<file path="src/sv/pcx_pkg.sv">
// Shared types, codes and constants of the PCX run-length decoder.
package pcx_pkg;

    // Header length in bytes; the corner words sit at offsets 4 to 11.
    localparam int HEADER_BYTES = 128;
    localparam int HDR_OFF_W    = $clog2(HEADER_BYTES);

    // Header offsets that carry checks or corner bytes
    localparam logic [HDR_OFF_W-1:0] HDR_VERSION  = HDR_OFF_W'(1);
    localparam logic [HDR_OFF_W-1:0] HDR_ENCODING = HDR_OFF_W'(2);
    localparam logic [HDR_OFF_W-1:0] HDR_DEPTH    = HDR_OFF_W'(3);
    localparam logic [HDR_OFF_W-1:0] HDR_XMIN_LO  = HDR_OFF_W'(4);
    localparam logic [HDR_OFF_W-1:0] HDR_XMIN_HI  = HDR_OFF_W'(5);
    localparam logic [HDR_OFF_W-1:0] HDR_YMIN_LO  = HDR_OFF_W'(6);
    localparam logic [HDR_OFF_W-1:0] HDR_YMIN_HI  = HDR_OFF_W'(7);
    localparam logic [HDR_OFF_W-1:0] HDR_XMAX_LO  = HDR_OFF_W'(8);
    localparam logic [HDR_OFF_W-1:0] HDR_XMAX_HI  = HDR_OFF_W'(9);
    localparam logic [HDR_OFF_W-1:0] HDR_YMAX_LO  = HDR_OFF_W'(10);
    localparam logic [HDR_OFF_W-1:0] HDR_YMAX_HI  = HDR_OFF_W'(11);

    // Expected header values
    localparam logic [7:0] VERSION_VAL  = 8'd5;
    localparam logic [7:0] ENCODING_VAL = 8'd1;
    localparam logic [7:0] DEPTH_VAL    = 8'd8;

    // Top two bits of a data byte that mark a repeat count
    localparam logic [1:0] COUNT_MARK = 2'b11;

    // Result kinds
    localparam logic [1:0] KIND_RUN    = 2'd0;
    localparam logic [1:0] KIND_HEADER = 2'd1;
    localparam logic [1:0] KIND_ERROR  = 2'd2;

    // Error codes
    localparam logic [1:0] ERR_VERSION  = 2'd0;
    localparam logic [1:0] ERR_ENCODING = 2'd1;
    localparam logic [1:0] ERR_DEPTH    = 2'd2;
    localparam logic [1:0] ERR_SIZE     = 2'd3;

    typedef enum logic [3:0] {
        PH_HEADER = 4'b0001,
        PH_DATA   = 4'b0010,
        PH_ERROR  = 4'b0100,
        PH_DONE   = 4'b1000
    } phase_t;

    typedef struct packed {
        phase_t                 phase;
        logic [HDR_OFF_W-1:0]   header_offset;
        logic [15:0]            corner_start_x;
        logic [15:0]            corner_start_y;
        logic [15:0]            corner_end_x;
        logic [15:0]            corner_end_y;
        logic [15:0]            row_width;
        logic [15:0]            rows_left;
        logic [15:0]            current_row;
        logic [15:0]            column;
        logic                   value_pending;
        logic [5:0]             pending_count;
    } dec_state_t;

    typedef struct packed {
        logic [1:0]  result_kind;
        logic [7:0]  run_value;
        logic [15:0] run_length;
        logic [15:0] row_index;
        logic [15:0] start_column;
        logic        row_end;
        logic        image_end;
        logic [15:0] image_width;
        logic [15:0] image_height;
        logic [1:0]  error_code;
    } result_t;

    localparam dec_state_t STATE_RESET = '{
        phase:          PH_HEADER,
        header_offset:  '0,
        corner_start_x: 16'd0,
        corner_start_y: 16'd0,
        corner_end_x:   16'd0,
        corner_end_y:   16'd0,
        row_width:      16'd0,
        rows_left:      16'd0,
        current_row:    16'd0,
        column:         16'd0,
        value_pending:  1'b0,
        pending_count:  6'd0
    };

    localparam result_t RESULT_ZERO = '0;

endpackage

</file>
<file path="src/sv/pcx_step.sv">
// Per-byte next-state and result logic of the PCX run-length decoder.
module pcx_step (
    input  pcx_pkg::dec_state_t cur,
    input  logic [7:0]          byte_in,
    input  logic                frame_start,
    output pcx_pkg::dec_state_t nxt,
    output logic                emit,
    output pcx_pkg::result_t    res
);
    import pcx_pkg::*;

    dec_state_t           s;
    logic [HDR_OFF_W:0]   off_inc;
    logic                 hdr_last;
    logic                 hdr_err;
    logic [1:0]           hdr_code;
    logic [15:0]          img_w;
    logic [15:0]          img_h;
    logic [5:0]           run_cnt;
    logic [15:0]          run_cnt_ext;
    logic [15:0]          left;
    logic [15:0]          run_len;
    logic                 rend;
    logic                 iend;

    always_comb
    begin
        // restart wipes everything before the byte is looked at
        s        = frame_start ? STATE_RESET : cur;
        nxt      = s;
        res      = RESULT_ZERO;
        emit     = 1'b0;
        hdr_err  = 1'b0;
        hdr_code = ERR_VERSION;

        off_inc  = {1'b0, s.header_offset} + (HDR_OFF_W + 1)'(1);
        hdr_last = (off_inc >= (HDR_OFF_W + 1)'(HEADER_BYTES));

        // run geometry: column is always below row_width in the data phase
        run_cnt     = s.value_pending ? s.pending_count : 6'd1;
        run_cnt_ext = {10'd0, run_cnt};
        left        = s.row_width - s.column;
        run_len     = ((run_cnt == 6'd0) || (run_cnt_ext > left)) ? left : run_cnt_ext;
        rend        = (run_len == left);
        iend        = rend && (s.rows_left == 16'd1);

        unique case (s.header_offset)
            HDR_VERSION:  if (byte_in != VERSION_VAL)
                          begin
                              hdr_err  = 1'b1;
                              hdr_code = ERR_VERSION;
                          end
            HDR_ENCODING: if (byte_in != ENCODING_VAL)
                          begin
                              hdr_err  = 1'b1;
                              hdr_code = ERR_ENCODING;
                          end
            HDR_DEPTH:    if (byte_in != DEPTH_VAL)
                          begin
                              hdr_err  = 1'b1;
                              hdr_code = ERR_DEPTH;
                          end
            HDR_XMIN_LO:  nxt.corner_start_x[7:0]  = byte_in;
            HDR_XMIN_HI:  nxt.corner_start_x[15:8] = byte_in;
            HDR_YMIN_LO:  nxt.corner_start_y[7:0]  = byte_in;
            HDR_YMIN_HI:  nxt.corner_start_y[15:8] = byte_in;
            HDR_XMAX_LO:  nxt.corner_end_x[7:0]    = byte_in;
            HDR_XMAX_HI:  nxt.corner_end_x[15:8]   = byte_in;
            HDR_YMAX_LO:  nxt.corner_end_y[7:0]    = byte_in;
            HDR_YMAX_HI:  nxt.corner_end_y[15:8]   = byte_in;
            default:      ;
        endcase

        img_w = nxt.corner_end_x - nxt.corner_start_x + 16'd1;
        img_h = nxt.corner_end_y - nxt.corner_start_y + 16'd1;

        unique case (s.phase)
            PH_HEADER:
            begin
                if (hdr_err)
                begin
                    emit            = 1'b1;
                    res.result_kind = KIND_ERROR;
                    res.error_code  = hdr_code;
                    nxt.phase       = PH_ERROR;
                end
                else if (hdr_last)
                begin
                    emit = 1'b1;
                    if ((img_w == 16'd0) || (img_h == 16'd0))
                    begin
                        res.result_kind = KIND_ERROR;
                        res.error_code  = ERR_SIZE;
                        nxt.phase       = PH_ERROR;
                    end
                    else
                    begin
                        res.result_kind   = KIND_HEADER;
                        res.image_width   = img_w;
                        res.image_height  = img_h;
                        nxt.row_width     = img_w;
                        nxt.rows_left     = img_h;
                        nxt.current_row   = 16'd0;
                        nxt.column        = 16'd0;
                        nxt.value_pending = 1'b0;
                        nxt.pending_count = 6'd0;
                        nxt.phase         = PH_DATA;
                    end
                end
                else
                begin
                    nxt.header_offset = off_inc[HDR_OFF_W-1:0];
                end
            end
            PH_DATA:
            begin
                if (!s.value_pending && (byte_in[7:6] == COUNT_MARK))
                begin
                    // hold the count until the value byte arrives
                    nxt.pending_count = byte_in[5:0];
                    nxt.value_pending = 1'b1;
                end
                else
                begin
                    emit              = 1'b1;
                    res.result_kind   = KIND_RUN;
                    res.run_value     = byte_in;
                    res.run_length    = run_len;
                    res.row_index     = s.current_row;
                    res.start_column  = s.column;
                    res.row_end       = rend;
                    res.image_end     = iend;
                    nxt.value_pending = 1'b0;
                    if (rend)
                    begin
                        nxt.column      = 16'd0;
                        nxt.current_row = s.current_row + 16'd1;
                        nxt.rows_left   = s.rows_left - 16'd1;
                        if (s.rows_left == 16'd1)
                        begin
                            nxt.phase = PH_DONE;
                        end
                    end
                    else
                    begin
                        nxt.column = s.column + run_len;
                    end
                end
            end
            PH_ERROR, PH_DONE: ;
            default: ;
        endcase
    end

endmodule

</file>
<file path="src/sv/pcx_rle_decoder_core.sv">
// Top level of the PCX 8-bit run-length decoder: request registers and result register.
//
// Feed the image file one byte per request; set frame_start on the first header byte
// to restart parsing at any time. The block checks version, encoding and bit depth
// (header bytes 1 to 3), reads the window corners from bytes 4 to 11 and, on the last
// header byte, returns either a header result carrying width and height or a size
// error. After that each data byte gives at most one run result (value, clipped
// length, row, start column, row-end and image-end flags); a count byte gives none.
// Header errors latch until the next restart, and bytes after the last row are
// dropped silently. Throughput is one byte per clock with no gaps while the result
// side does not stall: a request is taken into an input register, decoded by a single
// combinational step into the state and result registers, and the result is presented
// on the output from the result register. Back-pressure on the result side stalls the
// decode stage only when the result register is full and not being drained.
module pcx_rle_decoder_core (
    input  logic        clk,
    input  logic        rst_n,

    input  logic        in_valid,
    output logic        in_ready,
    input  logic [7:0]  byte_in,
    input  logic        frame_start,

    output logic        out_valid,
    input  logic        out_ready,
    output logic [1:0]  result_kind,
    output logic [7:0]  run_value,
    output logic [15:0] run_length,
    output logic [15:0] row_index,
    output logic [15:0] start_column,
    output logic        row_end,
    output logic        image_end,
    output logic [15:0] image_width,
    output logic [15:0] image_height,
    output logic [1:0]  error_code
);
    import pcx_pkg::*;

    // input stage
    logic       in_valid_reg;
    logic [7:0] byte_reg;
    logic       start_reg;

    // decoder state
    dec_state_t state_reg;
    dec_state_t state_next;

    // result stage
    logic       out_valid_reg;
    result_t    res_reg;
    result_t    res_next;
    logic       emit;

    logic       advance;

    // decode the held request when the result register is free or draining
    assign advance  = in_valid_reg && (!out_valid_reg || out_ready);
    assign in_ready = !in_valid_reg || advance;

    pcx_step u_step (
        .cur         (state_reg),
        .byte_in     (byte_reg),
        .frame_start (start_reg),
        .nxt         (state_next),
        .emit        (emit),
        .res         (res_next)
    );

    // control: input valid, result valid and decoder state
    always_ff @(posedge clk or negedge rst_n)
    begin
        if (!rst_n)
        begin
            in_valid_reg  <= 1'b0;
            out_valid_reg <= 1'b0;
            state_reg     <= STATE_RESET;
        end
        else
        begin
            if (in_ready)
            begin
                in_valid_reg <= in_valid;
            end
            if (advance)
            begin
                state_reg     <= state_next;
                out_valid_reg <= emit;
            end
            else if (out_ready)
            begin
                out_valid_reg <= 1'b0;
            end
        end
    end

    // payload: no reset needed
    always_ff @(posedge clk)
    begin
        if (in_valid && in_ready)
        begin
            byte_reg  <= byte_in;
            start_reg <= frame_start;
        end
        if (advance && emit)
        begin
            res_reg <= res_next;
        end
    end

    assign out_valid    = out_valid_reg;
    assign result_kind  = res_reg.result_kind;
    assign run_value    = res_reg.run_value;
    assign run_length   = res_reg.run_length;
    assign row_index    = res_reg.row_index;
    assign start_column = res_reg.start_column;
    assign row_end      = res_reg.row_end;
    assign image_end    = res_reg.image_end;
    assign image_width  = res_reg.image_width;
    assign image_height = res_reg.image_height;
    assign error_code   = res_reg.error_code;

    // column never reaches the row width while runs are being decoded
    a_column_in_row: assert property (@(posedge clk) disable iff (!rst_n)
        (state_reg.phase == PH_DATA) |-> (state_reg.column < state_reg.row_width))
        else $error("column ran past the row width");

    // a run that ends the image also ends its row
    a_image_end_row_end: assert property (@(posedge clk) disable iff (!rst_n)
        (out_valid_reg && (res_reg.result_kind == KIND_RUN) && res_reg.image_end)
            |-> res_reg.row_end)
        else $error("image end without row end");

    // the decode stage never overwrites a result that has not been taken
    a_no_result_overwrite: assert property (@(posedge clk) disable iff (!rst_n)
        (out_valid_reg && !out_ready) |=> (out_valid_reg && $stable(res_reg)))
        else $error("pending result was lost or changed");

endmodule
</file>
<file path="config.mk">
export PLATFORM = sky130hd
export DESIGN_NAME = pcx_rle_decoder_core
export DESIGN_NICKNAME = d
export VERILOG_FILES = /design/src/sv/pcx_pkg.sv /design/src/sv/pcx_step.sv /design/src/sv/pcx_rle_decoder_core.sv
export SDC_FILE = /design/constraint.sdc
export NUM_CORES = 1
export LEC_CHECK = 0
export ABC_AREA = 1
export BUFFER_PORTS_ARGS = -buffer_cell sky130_fd_sc_hd__buf_2
export CAP_MARGIN = 15
export CORE_MARGIN = 2
export CORE_UTILIZATION = 55
export DETAILED_ROUTE_END_ITERATION = 8
export PLACE_DENSITY = 0.72
export SLEW_MARGIN = 20
export SYNTH_ARGS = -nofsm -noshare
export SYNTH_HDL_FRONTEND = slang
export SYNTH_SLANG_ARGS = --single-unit
</file>
<file path="constraint.sdc">
create_clock -name clk -period 11.5 [get_ports clk]
set_clock_uncertainty 0.05 [all_clocks]
set_input_delay 2.3 -clock clk [delete_from_list [all_inputs] [get_ports clk]]
set_output_delay 2.3 -clock clk [all_outputs]
set_load 0.005 [all_outputs]
</file>
==> results.md, run 1 <==
* Maximum Capacitance Violations at 0
* Placed insts at 2792
* Worst hold path class: register to register
* Max FO, Critical Path at 36
* Clk_lat worst skew at 0.59 ns
* Post-CTS sizing at 0
* Largest net degree at the start of global routing at 94
* DRC viols at 0
* Reg clk slew, reported paths at 0.06 ns
* Die X at 182 µm
* Filler Cells Inserted at 2786
* Deepest clock path buffer count at 3
* Flops & latches, synth at 251
* Synth Net Count at 2485
* Synth Area in XOR/XNOR at 3.54%
* Initial Util at 55.4%
* Antenna Cells at 0
* Synth Area per Inst at 7.32 µm²
* GRT Total Usage at 29.5%
* Post-Layout Cell Count at 2848
* DP Area at 0.0181 mm²
* Share of cells above drive strength 1 at 8.75%
* DRT antenna net count at 0
* Post-Route WL at 48.8 mm
* Post-Synth Adder-Cell Area at 7.75%
* Area Growth Syn to Fin at 10.4%
* Outcome: finished clean
* Initial antenna violation count at 0
* Gate Count Post-Synth at 2367
* Largest stage delay on the critical path at 0.58 ns
* Drt wl/cell at 17.1 µm
* DP HPWL at 33.7 mm
* Seq/Total Area, Yosys at 39.2%
* Top FF cell, synth: dfrtp_1
* Fmax at 137 MHz
* Crit-path slowest cell: inv_1
* Mux share of post-synthesis cell area at 0%
* Async SR Flop Fraction at 59.0%
* Final Util at 61.1%
* Chip Height at 182 µm
* Setup crit end kind: register
* Simple-Gate Fraction of Synth Area at 29.1%
* Initial drt markers at 1735
* Core ar. at 0.0313 mm²
* Clk root buf: clkbuf_16
* Number of CTS-inserted buffers at 30
* Worst Path Required at 11.96 ns
* Nets@finish at 2540
* Die ar. at 0.0330 mm²
* EDFF count, synth at 103
* Power per cell area at 213 mW/mm²
* Mapped Area at 0.0173 mm²
* Finish-stage setup viols at 0
* Gr ovfl total at 0
* Vias in the first global route at 15200
* Largest family of logic cells by synthesized area: simple AND/OR/NAND/NOR gates
* Setup crit start kind: register
* DR pass1 iterations at 6
* Gpl congestion at 0.980
* Max reg flops at 146
* Worst endpoint data arrival time at 7.74 ns
* Setup bufs post-CTS at 0
* Routed vias at 16200
* Max Slew Vio Count at 0
* Crit path time final at 7.28 ns
* Routed vias/inst at 5.70
* Relative slew slack at 37.3%
* Total power at 0.00407 W
* VDD IR max at 0.161 mV
* Pleak at 9.20 nW
* CTS Hold Bufs at 0
* IO Port Bufs at 108
* CTS sink count at 251
* # IOs at 109
* RSZ-0062 raised after global routing: no
* CTS tree: done
* First-pass GRT wire length at 78.6 mm
* Synth Area in Compound Gates at 10.9%
* Final Instance Area at 0.0191 mm²
* Row cnt at 65
* Htree depth at 1
* Final Cycle Share at 63.3%
* Distinct cells, synth at 47
* Least-Margin Pin Slew at 0.940 ns
* Final hold violation count at 0
* Most frequent CP cell: nand2_1
* Critical path class: register to register
* Syn. warnings at 0
* Setup_tns at 0 ns
## final cells by class
cell class | instances | area, µm² | area share (%)
Tap cell | 402 | 503 | 2.63
Clock buffer | 35 | 769 | 4.02
Sequential cell | 251 | 6800 | 35.5
Timing Repair Buffer | 125 | 674 | 3.52
Multi-Input combinational cell | 1694 | 8900 | 46.5
Clock inverter | 21 | 287 | 1.50
Inverter | 320 | 1200 | 6.29
## synthesized netlist by cell type, types with 2 or more instances
library cell | count | area (µm²)
nand2_1 | 554 | 2080
inv_1 | 312 | 1170
nor2_1 | 274 | 1030
nand3_1 | 195 | 976
o21ai_0 | 158 | 791
dfrtp_1 | 147 | 3680
a21oi_1 | 107 | 536
edfxtp_1 | 103 | 3090
ha_1 | 101 | 1260
clkbuf_1 | 72 | 270
nand4_1 | 58 | 363
xor2_1 | 56 | 490
nor3_1 | 37 | 185
o21ai_1 | 21 | 105
a31oi_1 | 20 | 125
a22oi_1 | 16 | 120
xnor2_1 | 14 | 123
buf_2 | 12 | 60.1
buf_1 | 9 | 33.8
nor2_2 | 9 | 56.3
nor4_1 | 7 | 43.8
o211ai_1 | 7 | 52.6
o22ai_1 | 7 | 43.8
nand3b_1 | 6 | 45.0
o21bai_1 | 6 | 45.0
buf_6 | 5 | 56.3
inv_2 | 5 | 18.8
nor2_4 | 5 | 56.3
a21o_1 | 4 | 30.0
buf_4 | 4 | 30.0
fa_1 | 4 | 80.1
nand3_2 | 4 | 40.0
and2_1 | 3 | 18.8
clkinv_1 | 3 | 11.3
nand2_2 | 3 | 18.8
o2111ai_1 | 3 | 26.3
or2_2 | 3 | 18.8
nand2_4 | 2 | 22.5
nand4_2 | 2 | 25.0
nor3_2 | 2 | 20.0
## layer usage
metal	wire, µm	vias to the layer above	track usage [%]
li1	-	7878	-
met1	21400	7652	40.7
met2	22500	622	48.3
met3	3250	90	3.37
met4	1660	0	10.5
met5	0	-	0
## per-stage QoR
stage	hold slack (ns)	worst slack [ns]
6_report	0.430	4.22
5_1_grt	0.446	3.39
4_1_cts	0.432	4.30
3_5_place_dp	0.416	4.37
3_3_place_gp	0.411	4.65
2_1_floorplan	0.399	4.68
## final timing paths
| check | to | slack, ns | cells after the start | startpoint |
|---|---|---|---|---|
| max in group asynchronous | state_reg[94]$_DFFE_PN0P_ | 8.22 | 2 | rst_n |
| min in group asynchronous | state_reg[44]$_DFFE_PN0P_ | 1.74 | 1 | rst_n |
| worst max-delay path | state_reg[21]$_DFFE_PN0P_ | 4.22 | 40 | start_reg$_DFFE_PP_ |
| worst max register to register | state_reg[21]$_DFFE_PN0P_ | 4.22 | 40 | start_reg$_DFFE_PP_ |
| worst min register to register | state_reg[83]$_DFFE_PN0P_ | 0.43 | 2 | state_reg[83]$_DFFE_PN0P_ |
| worst min-delay path | state_reg[83]$_DFFE_PN0P_ | 0.43 | 2 | state_reg[83]$_DFFE_PN0P_ |
## where the power goes
part	switching (W)	internal [W]	leakage [nW]
clock network	0.000403	0.000616	0.509
registers	0.0000787	0.00115	2.91
logic	0.00128	0.000540	5.78
total	0.00176	0.00231	9.20
## placed cells by master (no fill, tap or decap), types with 7 or more instances in the layout
| cell type | instances |
|---|---|
| inv_1 | 310 |
| clkbuf_16 | 30 |
| a21oi_1 | 107 |
| a22oi_1 | 16 |
| edfxtp_1 | 103 |
| xnor2_1 | 14 |
| o21ai_0 | 158 |
| buf_2 | 107 |
| nor3_1 | 36 |
| nand3_1 | 195 |
| xor2_1 | 56 |
| clkinv_1 | 7 |
| nor2_2 | 9 |
| o211ai_1 | 7 |
| buf_4 | 17 |
| ha_1 | 101 |
| o21ai_1 | 21 |
| a31oi_1 | 20 |
| dfrtp_1 | 147 |
| nand4_1 | 58 |
| nor2_1 | 274 |
| o22ai_1 | 7 |
| nor4_1 | 7 |
| nand2_1 | 553 |
## cells by family (layout without fill, tap and decap cells)
| kind of cell | after synthesis | after routing |
|---|---|---|
| simple gates | 1168 | 1168 |
| buf+inv | 422 | 501 |
| compound gates | 351 | 351 |
| flops | 251 | 251 |
| fa+ha+maj | 105 | 105 |
| xor+xnor | 70 | 70 |
## worst max-delay path, delay by kind of cell (launching register included)
kind | cells | cell delay, ns
flops | 1 | 0.34
simple gates | 15 | 1.66
buf+inv | 6 | 1.39
fa+ha+maj | 5 | 1.75
compound gates | 13 | 1.77
xor+xnor | 1 | 0.26
No activity file was read; power rests on OpenSTA's default activity.
==> run 2, diff against run 1 <==
--- a/config.mk
+++ b/config.mk
@@ -11,7 +11,7 @@
 export CORE_MARGIN = 2
 export CORE_UTILIZATION = 55
 export DETAILED_ROUTE_END_ITERATION = 8
-export PLACE_DENSITY = 0.72
+export PLACE_DENSITY = 0.75
 export SLEW_MARGIN = 20
 export SYNTH_ARGS = -nofsm -noshare
 export SYNTH_HDL_FRONTEND = slang
==> constraint.sdc (replaced) <==
create_clock -name clk -period 5.9 [get_ports clk]
set_clock_uncertainty 0.05 [all_clocks]
set_input_delay 1.18 -clock clk [delete_from_list [all_inputs] [get_ports clk]]
set_output_delay 1.18 -clock clk [all_outputs]
set_load 0.005 [all_outputs]
==> run 2 against run 1 <==
Compared with the run above: sequential power grew 95%; first-iteration DRC count increased by 2.2%; largest power group unchanged; critical path depth increased by 1; global-route usage grew 0.22 points; critical path type unchanged.
==> results.md, run 2 (synthesis gave the netlist of run 1 again) <==
* R2R Setup Slk at 0.20 ns (-4.01 ns)
* Most frequent CP cell: nand2_1
* Row cnt at 65 (unchanged)
* Setup_tns at 0 ns (unchanged)
* CTS Hold Bufs at 0 (unchanged)
* VDD IR max at 0.281 mV (+74%)
* DP HPWL at 33.9 mm (+0.84%)
* Crit-path slowest cell: edfxtp_1
* Setup crit end kind: register
* Final hold violation count at 0 (unchanged)
* CTS tree: done
* Worst hold path class: register to register
* Max Slew Vio Count at 0 (unchanged)
* Worst-case reg-to-reg path depth at 41 (+2.5%)
* First-pass GRT wire length at 79.4 mm (+1.0%)
* Chip Height at 182 µm (unchanged)
* Routed vias at 16600 (+2.1%)
* CTS sink count at 251 (unchanged)
* Gpl congestion at 0.967 (-1.4%)
* Maximum Capacitance Violations at 0 (unchanged)
* Finish-stage setup viols at 0 (unchanged)
* DRC viols at 0 (unchanged)
* Filler Cells Inserted at 2710 (-2.7%)
* DRT antenna net count at 0 (unchanged)
* Min-delay src: state_reg[120]$_DFFE_PN0P_
* Nets@finish at 2596 (+2.2%)
* Die X at 182 µm (unchanged)
* Relative slew slack at 35.3% (-2.0 points)
* Outcome: finished clean
* Deepest clock path buffer count at 3 (unchanged)
* Final Instance Area at 0.0199 mm² (+4.0%)
* Commonest non-fill, non-tap cell in the layout: nand2_1
* Area Growth Syn to Fin at 14.8%
* Number of CTS-inserted buffers at 29 (-3.3%)
* Max FO, Critical Path at 18 (-50%)
* Setup crit start kind: register
* Final Cycle Share at 96.5% (+33 points)
* # IOs at 109 (unchanged)
* Setup crit start: start_reg$_DFFE_PP_
* Total power at 0.00810 W (+99%)
* Worst endpoint data arrival time at 6.11 ns (-1.63 ns)
* Hold Path Cell Cnt at 2 (unchanged)
* Largest net degree at the start of global routing at 97 (+3.2%)
* Antenna Cells at 0 (unchanged)
* RR Endpoint: state_reg[21]$_DFFE_PN0P_
* Initial Util at 55.4% (unchanged)
* Fmax at 176 MHz (+28%)
* Power per cell area at 407 mW/mm² (+91%)
* Hold endpoint: state_reg[120]$_DFFE_PN0P_
* RR Startpoint: start_reg$_DFFE_PP_
* Place WS at 0.0667 ns (-4.30 ns)
* Gr ovfl total at 0 (unchanged)
* Max reg flops at 146 (unchanged)
* GRT Total Usage at 29.7% (+0.22 points)
* Routed vias/inst at 5.71 (+0.18%)
* Crit path time final at 5.70 ns (-1.59 ns)
* Post-Route WL at 50.7 mm (+3.8%)
* Critical path class: register to register
* Post-route setup slack at 0.204 ns (-4.01 ns)
* Most frequent cells in the layout: nand2_1, inv_1, nor2_1
* Share of cells above drive strength 1 at 13.1% (+4.3 points)
* Largest stage delay on the critical path at 0.47 ns (-0.11 ns)
* Drt wl/cell at 17.5 µm (+1.9%)
* IO Port Bufs at 108 (unchanged)
* Clk_lat worst skew at 0.57 ns (-0.02 ns)
* Initial drt markers at 1774 (+2.2%)
* DR pass1 iterations at 9 (+3)
* Reg clk slew, reported paths at 0.06 ns (about the same)
* RSZ-0062 raised after global routing: yes
* Clk root buf: clkbuf_16
* Final Util at 63.6% (+2.4 points)
* Pleak at 9.47 nW (+3.0%)
* Core ar. at 0.0313 mm² (unchanged)
* Worst Path Required at 6.31 ns (-5.65 ns)
* Initial antenna violation count at 1 (+1)
* Vias in the first global route at 15500 (+1.6%)
* Die ar. at 0.0330 mm² (unchanged)
* Htree depth at 1 (unchanged)
* Least-Margin Pin Slew at 0.970 ns (+0.0295 ns)
* DP Area at 0.0184 mm² (+1.6%)
==> run 2: changes by cell type in the layout (fill, tap and decap cells not counted), sizes merged <==
cell and delta:
buf +53, bufinv -3, clkinv +2, clkinvlp +2, nand2 +1
==> run 2: cell type report <==
cell class | instances | area [µm²] | area share, %
Tap cell | 402 | 503 | 2.53
Multi-Input combinational cell | 1695 | 9220 | 46.3
Clock buffer | 32 | 737 | 3.70
Clock inverter | 22 | 206 | 1.04
Timing Repair Buffer | 181 | 1220 | 6.13
Inverter | 320 | 1220 | 6.14
Sequential cell | 251 | 6800 | 34.2
==> run 2: worst max-delay path by stage <==
stage                                endpoint  slack (ns)
global placement    state_reg[21]$_DFFE_PN0P_        0.24
global route        state_reg[21]$_DFFE_PN0P_       -0.13
floorplan           state_reg[21]$_DFFE_PN0P_      0.0008
finish              state_reg[21]$_DFFE_PN0P_        0.20
detailed placement  state_reg[21]$_DFFE_PN0P_        0.07
CTS                 state_reg[21]$_DFFE_PN0P_        0.04
==> run 2: worst max-delay path, delay by kind of cell (launching register included) <==
family                   cells  cell delay, ns
buffers and inverters        8            0.89
AO/OA/AOI/OAI               12            1.38
AND/OR/NAND/NOR             16            1.46
flip-flops                   1            0.47
adder cells (fa/ha/maj)      4            1.13
XOR/XNOR                     1            0.19
==> run 2: repair_timing <==
| action | in CTS | in global routing |
|---|---|---|
| endpoints found under the setup margin | 0 | 52 |
| buffers inserted | 0 | 27 |
| gates resized for setup | 0 | 72 |
==> run 2: report_power, final <==
part,switching [W],internal [W],leakage (nW)
Combinational,0.00263,0.00125,6.10
Clock,0.000773,0.00104,0.457
Sequential,0.000154,0.00225,2.91
Total,0.00356,0.00454,9.47
==> run 2: per-stage QoR <==
stage	std cells	hold slack, ns
finish	2903	0.430
detailed placement	2818	0.415
global placement	2818	0.411
global route	2903	0.448
CTS	2872	0.431
floorplan	2367	0.399
==> run 2: routing by layer <==
| metal | share of wire [%] | GRT usage, % |
|---|---|---|
| met1 | 42 | 40.0 |
| met4 | 3.2 | 9.72 |
| met2 | 47 | 50.0 |
| met5 | 0.026 | 0 |
| met3 | 7.1 | 3.81 |
